### src/rtl/scrn_pkg.sv
// ----------------------------------------------------------------------------
// scrn_pkg
// Shared types and constants for the sparse column reweight/normalize block.
// ----------------------------------------------------------------------------
package scrn_pkg;

  localparam int ROWS        = 1024;
  localparam int MAX_ENTRIES = 32;

  localparam int ROW_W  = 10;
  localparam int VAL_W  = 32;
  localparam int WGT_W  = 31;                    // positive unsigned Q15.16 weight, saturated
  localparam int OUT_W  = 17;                    // unsigned Q1.16, 65536 = 1.0
  localparam int FRAC_W = 16;
  localparam int CNT_W  = $clog2(MAX_ENTRIES + 1);
  localparam int IDX_W  = (MAX_ENTRIES > 1) ? $clog2(MAX_ENTRIES) : 1;
  localparam int SUM_W  = WGT_W + CNT_W;
  localparam int BIAS_AW = $clog2(ROWS);

  localparam int IN_DATA_W  = 48;                // row + value, padded to bytes
  localparam int OUT_DATA_W = 32;                // row + weight, padded to bytes

  typedef enum logic {
    CMD_BIAS  = 1'b0,
    CMD_ENTRY = 1'b1
  } cmd_t;

  typedef enum logic [2:0] {
    ST_IDLE,
    ST_MUL,
    ST_WGT,
    ST_READ,
    ST_START,
    ST_DIV,
    ST_OUT
  } state_t;

  typedef struct packed {
    logic             start;
    logic [WGT_W-1:0] num;
    logic [SUM_W-1:0] den;
  } div_req_t;

  typedef struct packed {
    logic             done;
    logic [OUT_W-1:0] quot;
  } div_rsp_t;

endpackage

### src/rtl/scrn_weight_calc.sv
// ----------------------------------------------------------------------------
// scrn_weight_calc
// Registered Q16.16 product value*(1+bias), clamped to a positive weight.
// ----------------------------------------------------------------------------
module scrn_weight_calc import scrn_pkg::*; (
  input  logic                    clk,
  input  logic signed [VAL_W-1:0] value,
  input  logic signed [VAL_W-1:0] bias,
  output logic [WGT_W-1:0]        weight
);

  logic signed [VAL_W:0]     factor;
  logic signed [2*VAL_W:0]   prod;

  assign factor = (VAL_W+1)'(signed'(bias)) + (VAL_W+1)'(signed'(33'sd65536));

  always_ff @(posedge clk) begin
    prod <= (2*VAL_W+1)'(value) * (2*VAL_W+1)'(factor);
  end

  // non-positive products give zero; large ones clamp to the Q15.16 weight maximum
  always_comb begin
    if (prod[2*VAL_W] || (prod == '0)) begin
      weight = '0;
    end else if (|prod[2*VAL_W-1:FRAC_W+WGT_W]) begin
      weight = '1;
    end else begin
      weight = prod[FRAC_W+WGT_W-1:FRAC_W];
    end
  end

endmodule

### config.mk
export PLATFORM = sky130hd
export DESIGN_NAME = scrn_weight_calc
export DESIGN_NICKNAME = d
export VERILOG_FILES = /design/src/rtl/scrn_pkg.sv /design/src/rtl/scrn_weight_calc.sv
export SDC_FILE = /design/constraint.sdc
export NUM_CORES = 2
export LEC_CHECK = 0
export BUFFER_PORTS_ARGS = -buffer_cell sky130_fd_sc_hd__clkbuf_2
export CELL_PAD_IN_SITES_DETAIL_PLACEMENT = 1
export CELL_PAD_IN_SITES_GLOBAL_PLACEMENT = 1
export CORE_MARGIN = 4
export CORE_UTILIZATION = 56
export DETAILED_ROUTE_END_ITERATION = 8
export GPL_TIMING_DRIVEN = 0
export PLACE_DENSITY_LB_ADDON = 0.25
export SETUP_SLACK_MARGIN = 0.3
export SKIP_LAST_GASP = 1
export SLEW_MARGIN = 25
export SYNTH_ARGS = -nofsm -noshare
export SYNTH_HDL_FRONTEND = slang
export SYNTH_SLANG_ARGS = --single-unit
### constraint.sdc
create_clock -name clk -period 12.9 [get_ports clk]
set_clock_uncertainty 0.1 [all_clocks]
set_input_delay 0 -clock clk [delete_from_list [all_inputs] [get_ports clk]]
set_output_delay 0 -clock clk [all_outputs]
set_load 0.05 [all_outputs]
==> impl_metrics.csv <==
group,metric,value,unit
critical_path,crit_top_cell,"fa_1",
grt,grt_max_degree,21,
detailed_routing,ant_nets,0,
placement,gp_congestion,1.01,
floorplanning,die_w,273,um
final_layout,area_growth,5.21,%
final_layout,largest_reg_flops,65,
logic_synthesis,syn_area_per_cell,9.22,um2
final_layout,final_cell_mix,"1152 x inv_1, 1105 x fa_1, 604 x nand2_1, 433 x and2_1, 207 x clkbuf_1",
clocking,cts_setup_buffers,0,
floorplanning,io-pin-count,96,
detailed_routing,routed_wl,149000,um
floorplanning,rows,96,
placement,hpwl,133000,um
timing,rsz0062_at_grt,"false",
floorplanning,start_util,56.8,%
critical_path,critPathCaptureType,"register",
logic_synthesis,ys_warn_count,0,
clocking,ctsResizeCount,0,
critical_path,slowest_delay,1150,ps
detailed_routing,top_layer,"met4",
final_layout,fin_nets,5729,
timing,period_share,82.4,%
final_layout,reg_top3,"prod x65",
final_layout,top_register,"prod",
detailed_routing,routed-wl-met3,13200,um
timing,fmax,94.1,MHz
logic_synthesis,syn-cell-area,0.0393,mm2
final_layout,drive_above_1_share,3.00,%
timing,finalHoldViolations,0,
timing,maxSlewHeadroom,21.2,%
detailed_routing,viasPerCell,5.83,
timing,setup_viol_count_final,0,
detailed_routing,drc_errors,0,
final_layout,final.fill_count,8110,
logic_synthesis,synth_seq_cells,65,
critical_path,crit_required,13050,ps
timing,period_needed,10630,ps
clocking,path_clk_slew,60,ps
final_layout,final_common_cell,"inv_1",
critical_path,worst_setup_path_start_kind,"input pin",
grt,grt_pass1_wl,223000,um
grt,track_usage,41.5,%
critical_path,critPathBufInv,6,
logic_synthesis,ys.flop_type,"dfxtp_1",
grt,antenna_found_initial,9,
hold_path,hold_path_class,"input pin to register",
floorplanning,die_area,0.0744,mm2
clocking,clock_sinks,65,
timing,tns,0,ps
clocking,htreeDepth,3,
detailed_routing,wirelength_met1,49500,um
timing,drv_slew,0,
detailed_routing,route.met2.wl,70000,um
grt,globalRoute.totalOverflow,0,
logic_synthesis,synth_edf_count,0,
clocking,cts-root-buf,"clkbuf_16",
logic_synthesis,syn_inst,4259,
critical_path,path_class,"input pin to register",
timing,worst-slew-pin-transition,1180,ps
logic_synthesis,syn_nets,5623,
critical_path,worst_path_max_delay_cell,"fa_1",
critical_path,path_max_fanout,11,
detailed_routing,vias,31000,
logic_synthesis,yosysSeqAreaShare,3.31,%
clocking,cts.path.max_buffers,2,
detailed_routing,post_drt_wl_per_cell,28.2,um
floorplanning,fp.dieH,273,um
logic_synthesis,synth.distinct_cells,55,
flow_run,maxCapViolCount,0,
floorplanning,coreArea,0.0691,mm2
outcome,run_status,"finished, final reports clean",
clocking,cts_tree,"yes",
logic_synthesis,async_reset_ff_share,0,%
critical_path,arrival,10780,ps
detailed_routing,first_pass_iters,7,
grt,grt_pass1_vias,35800,
detailed_routing,drt_iter0_drc,2278,
clocking,cts_inserted_buffers,9,
critical_path,path_delay_family,"adder cells",
placement,port_buffers,94,
## synth_stat cells (3+ instances only)
cell type,instances,area share (%)
inv_1,1152,11
fa_1,1106,56
nand2_1,604,5.8
and2_1,433,6.9
clkbuf_1,208,2.0
ha_1,193,6.2
xnor2_1,66,1.5
dfxtp_1,65,3.3
a21oi_1,63,0.80
nor2_1,52,0.50
a21o_1,39,0.75
nand2b_1,37,0.59
o21a_1,37,0.71
o21ai_0,29,0.37
xor2_1,27,0.60
nor4_1,16,0.25
nand3_1,13,0.17
nor2b_1,12,0.19
o21bai_1,10,0.19
and3_1,9,0.14
nand4_1,9,0.14
nor3_1,9,0.11
o211ai_1,7,0.13
or2_2,6,0.096
a211oi_1,4,0.076
a31oi_1,4,0.064
and4_1,4,0.089
a21boi_0,3,0.057
a221oi_1,3,0.067
a31o_2,3,0.067
o21ai_1,3,0.038
or4_1,3,0.057
## worst min-delay path: stages
cell and delay, ps:
clkbuf_2 210, and2_1 160, ha_1 170
## repair_timing
action	in CTS	in global routing
setup endpoints to repair	0	0
hold endpoints to repair	1	0
hold buffers	1	0
## metal layers
layer | track usage, % | up-vias
met4 | 35.0 | 0
met5 | 0 | -
li1 | - | 12300
met3 | 9.37 | 754
met2 | 67.1 | 1743
met1 | 47.0 | 16200
## through the flow
stage	hold slack (ps)	instances	util, %	worst slack (ps)	cell area, um2
after global routing	133	5301	59.8	1940	41300
after global placement	347	5284	59.2	2050	40900
final	134	5310	59.8	2270	41300
after detailed placement	317	5284	59.3	1910	40900
after CTS	111	5300	59.8	2260	41300
after floorplan	27.3	4259	-	4480	39300
## cell type report
type,instances,area [um2],share of cell area (%)
antenna,10,25.0,0.0606
buffer,209,786,1.90
clock buffer,10,239,0.579
clock inverter,5,104,0.251
inverter,1152,4320,10.5
multi-input combinational,2833,32900,79.6
sequential,65,1300,3.15
tap,931,1160,2.82
timing repair buffer,95,480,1.16
## logic make-up (layout without fill, tap and decap cells)
kind of cell / count (synthesis) / after routing / share of synthesized area, %
buffers and inverters: 1361 / 1471 / 13.0
DFF: 65 / 65 / 3.31
other: 0 / 10 / 0
adders and majority gates: 1299 / 1299 / 62.5
AOI/OAI and AO/OA: 227 / 227 / 3.89
and+or+nand+nor: 1214 / 1214 / 15.2
xor gates and xnor gates: 93 / 93 / 2.07
## final timing paths
check | startpoint | to | slack [ps] | depth (start not counted)
hold / removal | value[1] | prod[1]$_DFF_P_ | 130 | 3
setup / recovery | bias[16] | prod[64]$_DFF_P_ | 2270 | 29
Power is left out: the tool's default activity adds up to more than one toggle a clock period on the data nets, which glitch-free logic cannot reach.
