### src/rtl/scrn_pkg.sv
// ----------------------------------------------------------------------------
// scrn_pkg
// Shared types and constants for the sparse column reweight/normalize block.
// ----------------------------------------------------------------------------
package scrn_pkg;

  localparam int ROWS        = 1024;
  localparam int MAX_ENTRIES = 32;

  localparam int ROW_W  = 10;
  localparam int VAL_W  = 32;
  localparam int WGT_W  = 31;                    // positive unsigned Q15.16 weight, saturated
  localparam int OUT_W  = 17;                    // unsigned Q1.16, 65536 = 1.0
  localparam int FRAC_W = 16;
  localparam int CNT_W  = $clog2(MAX_ENTRIES + 1);
  localparam int IDX_W  = (MAX_ENTRIES > 1) ? $clog2(MAX_ENTRIES) : 1;
  localparam int SUM_W  = WGT_W + CNT_W;
  localparam int BIAS_AW = $clog2(ROWS);

  localparam int IN_DATA_W  = 48;                // row + value, padded to bytes
  localparam int OUT_DATA_W = 32;                // row + weight, padded to bytes

  typedef enum logic {
    CMD_BIAS  = 1'b0,
    CMD_ENTRY = 1'b1
  } cmd_t;

  typedef enum logic [2:0] {
    ST_IDLE,
    ST_MUL,
    ST_WGT,
    ST_READ,
    ST_START,
    ST_DIV,
    ST_OUT
  } state_t;

  typedef struct packed {
    logic             start;
    logic [WGT_W-1:0] num;
    logic [SUM_W-1:0] den;
  } div_req_t;

  typedef struct packed {
    logic             done;
    logic [OUT_W-1:0] quot;
  } div_rsp_t;

endpackage

### src/rtl/scrn_divider.sv
// ----------------------------------------------------------------------------
// scrn_divider
// Restoring divider, one quotient bit per cycle: floor((num << 16) / den).
// ----------------------------------------------------------------------------
module scrn_divider import scrn_pkg::*; (
  input  logic     clk,
  input  logic     rst,
  input  div_req_t req,
  output div_rsp_t rsp
);

  localparam int BITS_W = $clog2(OUT_W);

  logic              busy;
  logic [BITS_W-1:0] bit_cnt;
  logic [SUM_W-1:0]  rem;
  logic [SUM_W-1:0]  den;
  logic [OUT_W-1:0]  quot;
  logic              num_lsb;
  logic              done;
  logic [SUM_W:0]    trial;
  logic              fits;

  // the dividend bit below the preloaded part is num[0]; the rest are zero
  assign trial = {rem, (bit_cnt == BITS_W'(OUT_W - 1)) ? num_lsb : 1'b0};
  assign fits  = (trial >= {1'b0, den});

  always_ff @(posedge clk) begin
    if (rst) begin
      busy <= 1'b0;
      done <= 1'b0;
    end else begin
      done <= 1'b0;
      if (req.start) begin
        busy <= 1'b1;
      end else if (busy && (bit_cnt == '0)) begin
        busy <= 1'b0;
        done <= 1'b1;
      end
    end
  end

  always_ff @(posedge clk) begin
    if (req.start) begin
      rem     <= SUM_W'(req.num >> 1);
      num_lsb <= req.num[0];
      den     <= req.den;
      bit_cnt <= BITS_W'(OUT_W - 1);
      quot    <= '0;
    end else if (busy) begin
      rem     <= fits ? SUM_W'(trial - {1'b0, den}) : trial[SUM_W-1:0];
      quot    <= {quot[OUT_W-2:0], fits};
      bit_cnt <= bit_cnt - BITS_W'(1);
    end
  end

  assign rsp.done = done;
  assign rsp.quot = quot;

endmodule

### config.mk
export PLATFORM = sky130hd
export DESIGN_NAME = scrn_divider
export DESIGN_NICKNAME = d
export VERILOG_FILES = /design/src/rtl/scrn_pkg.sv /design/src/rtl/scrn_divider.sv
export SDC_FILE = /design/constraint.sdc
export NUM_CORES = 1
export LEC_CHECK = 0
export BUFFER_PORTS_ARGS = -buffer_cell sky130_fd_sc_hd__buf_2
export CELL_PAD_IN_SITES_DETAIL_PLACEMENT = 0
export CELL_PAD_IN_SITES_GLOBAL_PLACEMENT = 2
export CORE_MARGIN = 2
export CORE_UTILIZATION = 33
export CTS_CLUSTER_DIAMETER = 200
export DETAILED_ROUTE_END_ITERATION = 16
export PLACE_DENSITY = 0.82
export SKIP_CTS_REPAIR_TIMING = 1
export SLEW_MARGIN = 20
export SYNTH_ARGS = -nofsm -noshare
export SYNTH_HDL_FRONTEND = slang
export SYNTH_SLANG_ARGS = --single-unit
### constraint.sdc
create_clock -name clk -period 3.4 [get_ports clk]
set_clock_uncertainty 0.15 [all_clocks]
set_input_delay 0.51 -clock clk [delete_from_list [all_inputs] [get_ports clk]]
set_output_delay 0.51 -clock clk [all_outputs]
set_load 0.01 [all_outputs]
==> impl_metrics.py <==
metrics = {
    "status": {
        "run_status": "finished, final reports clean",
    },
    "detailed_routing": {
        "first_pass_iters": 5,
        "vias": 4958,
        "ant_nets": 0,
        "wl_um": 15700,
        "remaining_drc_errors": 0,
        "drtIter0Drc": 245,
        "routed_via_density": 5.12,
        "wire_per_inst_um": 16.2,
    },
    "finish": {
        "area_growth_pct": 21.9,
        "fillers": 1814,
        "final_cell_mix": "buf_2 (87), edfxtp_1 (68), a21oi_1 (52)",
        "register_area_sq_um": 2670,
        "final_common_cell": "buf_2",
        "antenna_cells": 0,
        "fin_util": 0.408,
        "drive_gt1_frac": 0.275,
        "multi_input_area_sq_um": 3330,
        "final_nets": 840,
    },
    "setup_path": {
        "required_ps": 3360,
        "crit_top_cell": "mux2_2",
        "worst_path_max_delay_cell": "fa_2",
        "ff2ff_setup_slack_ps": 30,
        "crit_path_end": "rem[8]",
        "end_kind": "register",
        "r2r_start": "bit_cnt[0]",
        "crit_type": "reg2reg",
        "cp_max_fo": 8,
        "r2r_cells": 14,
        "worstPathCellList": "inv_2 > ha_4 > nand4_1 > ha_2 > fa_2 > nand2b_4 > a211oi_4 > o21ai_2 > a21oi_2 > nand4b_4 > and2_4 > buf_12 > mux2_2 > mux2_2",
        "r2r-end": "rem[8]",
        "setup.worst_path.start": "bit_cnt[0]",
        "startpoint_type": "register",
        "cpPeakStageDelay_ps": 340,
        "cp.arrival_ps": 3340,
    },
    "clock_tree": {
        "cts_made_buffers": 9,
        "clk_latency_ps": 360,
        "clk_path_buf_depth": 2,
        "cts.sinks": 99,
        "cts_tree": "done",
        "h-tree-depth": 3,
        "clk_pin_slew_ps": 70,
        "cts_root_buffer": "clkbuf_16",
    },
    "sta": {
        "maxSlewHeadroom": 0.489,
        "fmax_ghz": 0.297,
        "fin_crit_sh": 0.991,
        "rsz0062_at_grt": "yes",
        "final_max_slew_viol_count": 0,
        "finalSetupViolCount": 0,
        "fin_crit_ps": 3370,
        "worst_slew_pin_slew_ps": 766,
        "finalHoldViolations": 0,
        "fin_tns_setup_ps": 0,
        "holdWs_ps": 164,
    },
    "grt": {
        "grt_pass1_wl_um": 25800,
        "antenna_found_initial": 0,
        "first_global_vias": 5106,
        "grt_max_degree": 84,
        "overflow": 0,
        "grtUsageTotal": 0.161,
    },
    "synthesis": {
        "synth_seq_area_share": 0.426,
        "synth_top_area_share": 0.327,
        "synth_edf_count": 68,
        "yosys.area.top_type": "edfxtp_1",
        "ys_ff_latch": 99,
        "syn_area_sq_um": 6250,
        "avgSynthCellArea_sq_um": 10.2,
        "async_reset_ff_frac": 0,
        "synth_area_leaders": "edfxtp_1 (33%), dfxtp_1 (9.9%), ha_1 (7.8%)",
        "dominantRegCellSynth": "edfxtp_1",
        "syn_inst": 615,
        "syn_nets": 726,
        "yosysWarnings": 0,
        "synth_cell_types": 62,
    },
    "floorplan": {
        "die_area_sq_um": 20000,
        "start_util": 0.335,
        "pin_count": 89,
        "die_h_um": 142,
        "die_w_um": 142,
        "num_rows": 50,
        "coreArea_sq_um": 18600,
    },
    "placed_design": {
        "dp.final_hpwl_um": 11700,
        "io_buffers": 88,
        "gp_congestion": 0.820,
    },
    "pwr": {
        "p_leak_nw": 3.30,
        "peakVddDrop_mv": 0.230,
        "p_per_area_nw_per_um2": 470,
    },
    "min_path": {
        "hold_path.class": "in2reg",
    },
    "job": {
        "max_cap_viol_count": 0,
    },
}
-- power by group --
| group | internal, mW | switching (mW) |
|---|---|---|
| clock | 0.518 | 0.528 |
| combinational | 0.502 | 0.587 |
| sequential | 1.40 | 0.0477 |
| total | 2.42 | 1.16 |
-- how the worst min path moves through the flow --
stage,start,endpoint,depth (start not counted)
after floorplan,rem[30],rem[30],2
after global placement,quot[16],quot[16],2
after detailed placement,bit_cnt[1],bit_cnt[1],2
after CTS,rst,busy,2
after global routing,req[12],den[12],1
final,rst,busy,2
-- cell type report --
class | count | share of cell area
clock buffer | 9 | 0.0296
multi-input combinational | 440 | 0.438
timing repair buffer | 128 | 0.110
inverter | 51 | 0.0251
tap | 234 | 0.0385
clock inverter | 7 | 0.00904
sequential | 99 | 0.350
-- sequential cells by signal, summed over array words and instances, names as in the netlist --
register,cells
den,37
rem,37
quot,17
bit_cnt,5
busy,1
done,1
num_lsb,1
-- worst max-delay path: cells and delay by family (launching register included) --
family | cells | cell delay (ps)
AND/OR/NAND/NOR | 4 | 660
multiplexers | 2 | 590
flip-flops | 1 | 330
adder cells (fa/ha/maj) | 3 | 690
buffers and inverters | 2 | 230
AO/OA/AOI/OAI | 3 | 470
-- Yosys cell counts (all sizes together), types with 3 or more instances --
library cell  count
a211o             3
a211oi            4
a21boi            4
a21o             12
a21oi            53
a311oi            4
a31oi             8
a32oi             3
and2              5
and3              8
and4              3
buf               5
clkbuf           20
dfxtp            31
edfxtp           68
ha               39
inv              51
mux2             39
mux2i            21
nand2            28
nand2b            5
nand3            13
nand4             4
nor2             44
nor2b            13
nor3             12
nor3b             5
o211ai            4
o21a              4
o21ai            27
o21bai            5
o22ai             4
o31ai             6
xnor2            20
xor2             11
-- per-stage QoR --
step | worst slack (ps) | std cells | total power, mW | area (sq um)
5_1_grt | -75.1 | 968 | 3.79 | 7610
3_3_place_gp | 36.3 | 945 | 2.51 | 7220
4_1_cts | -80.7 | 961 | 3.59 | 7510
6_report | 29.1 | 968 | 3.58 | 7610
2_1_floorplan | 3.30 | 615 | 2.21 | 6280
3_5_place_dp | -56.0 | 945 | 2.53 | 7220
-- per-layer routing --
metal	share of wire	track usage
met4	0.013	0.0384
met1	0.48	0.212
met3	0.047	0.0385
met2	0.46	0.268
met5	0	0
-- cell families after synthesis --
kind of cell	after synthesis	share of synthesized area
XOR/XNOR	31	0.0435
AO/OA/AOI/OAI	158	0.165
buffers and inverters	76	0.0501
AND/OR/NAND/NOR	151	0.125
multiplexers	60	0.109
adder cells (fa/ha/maj)	40	0.0813
flip-flops	99	0.426
No activity file was read; power rests on OpenSTA's default activity.
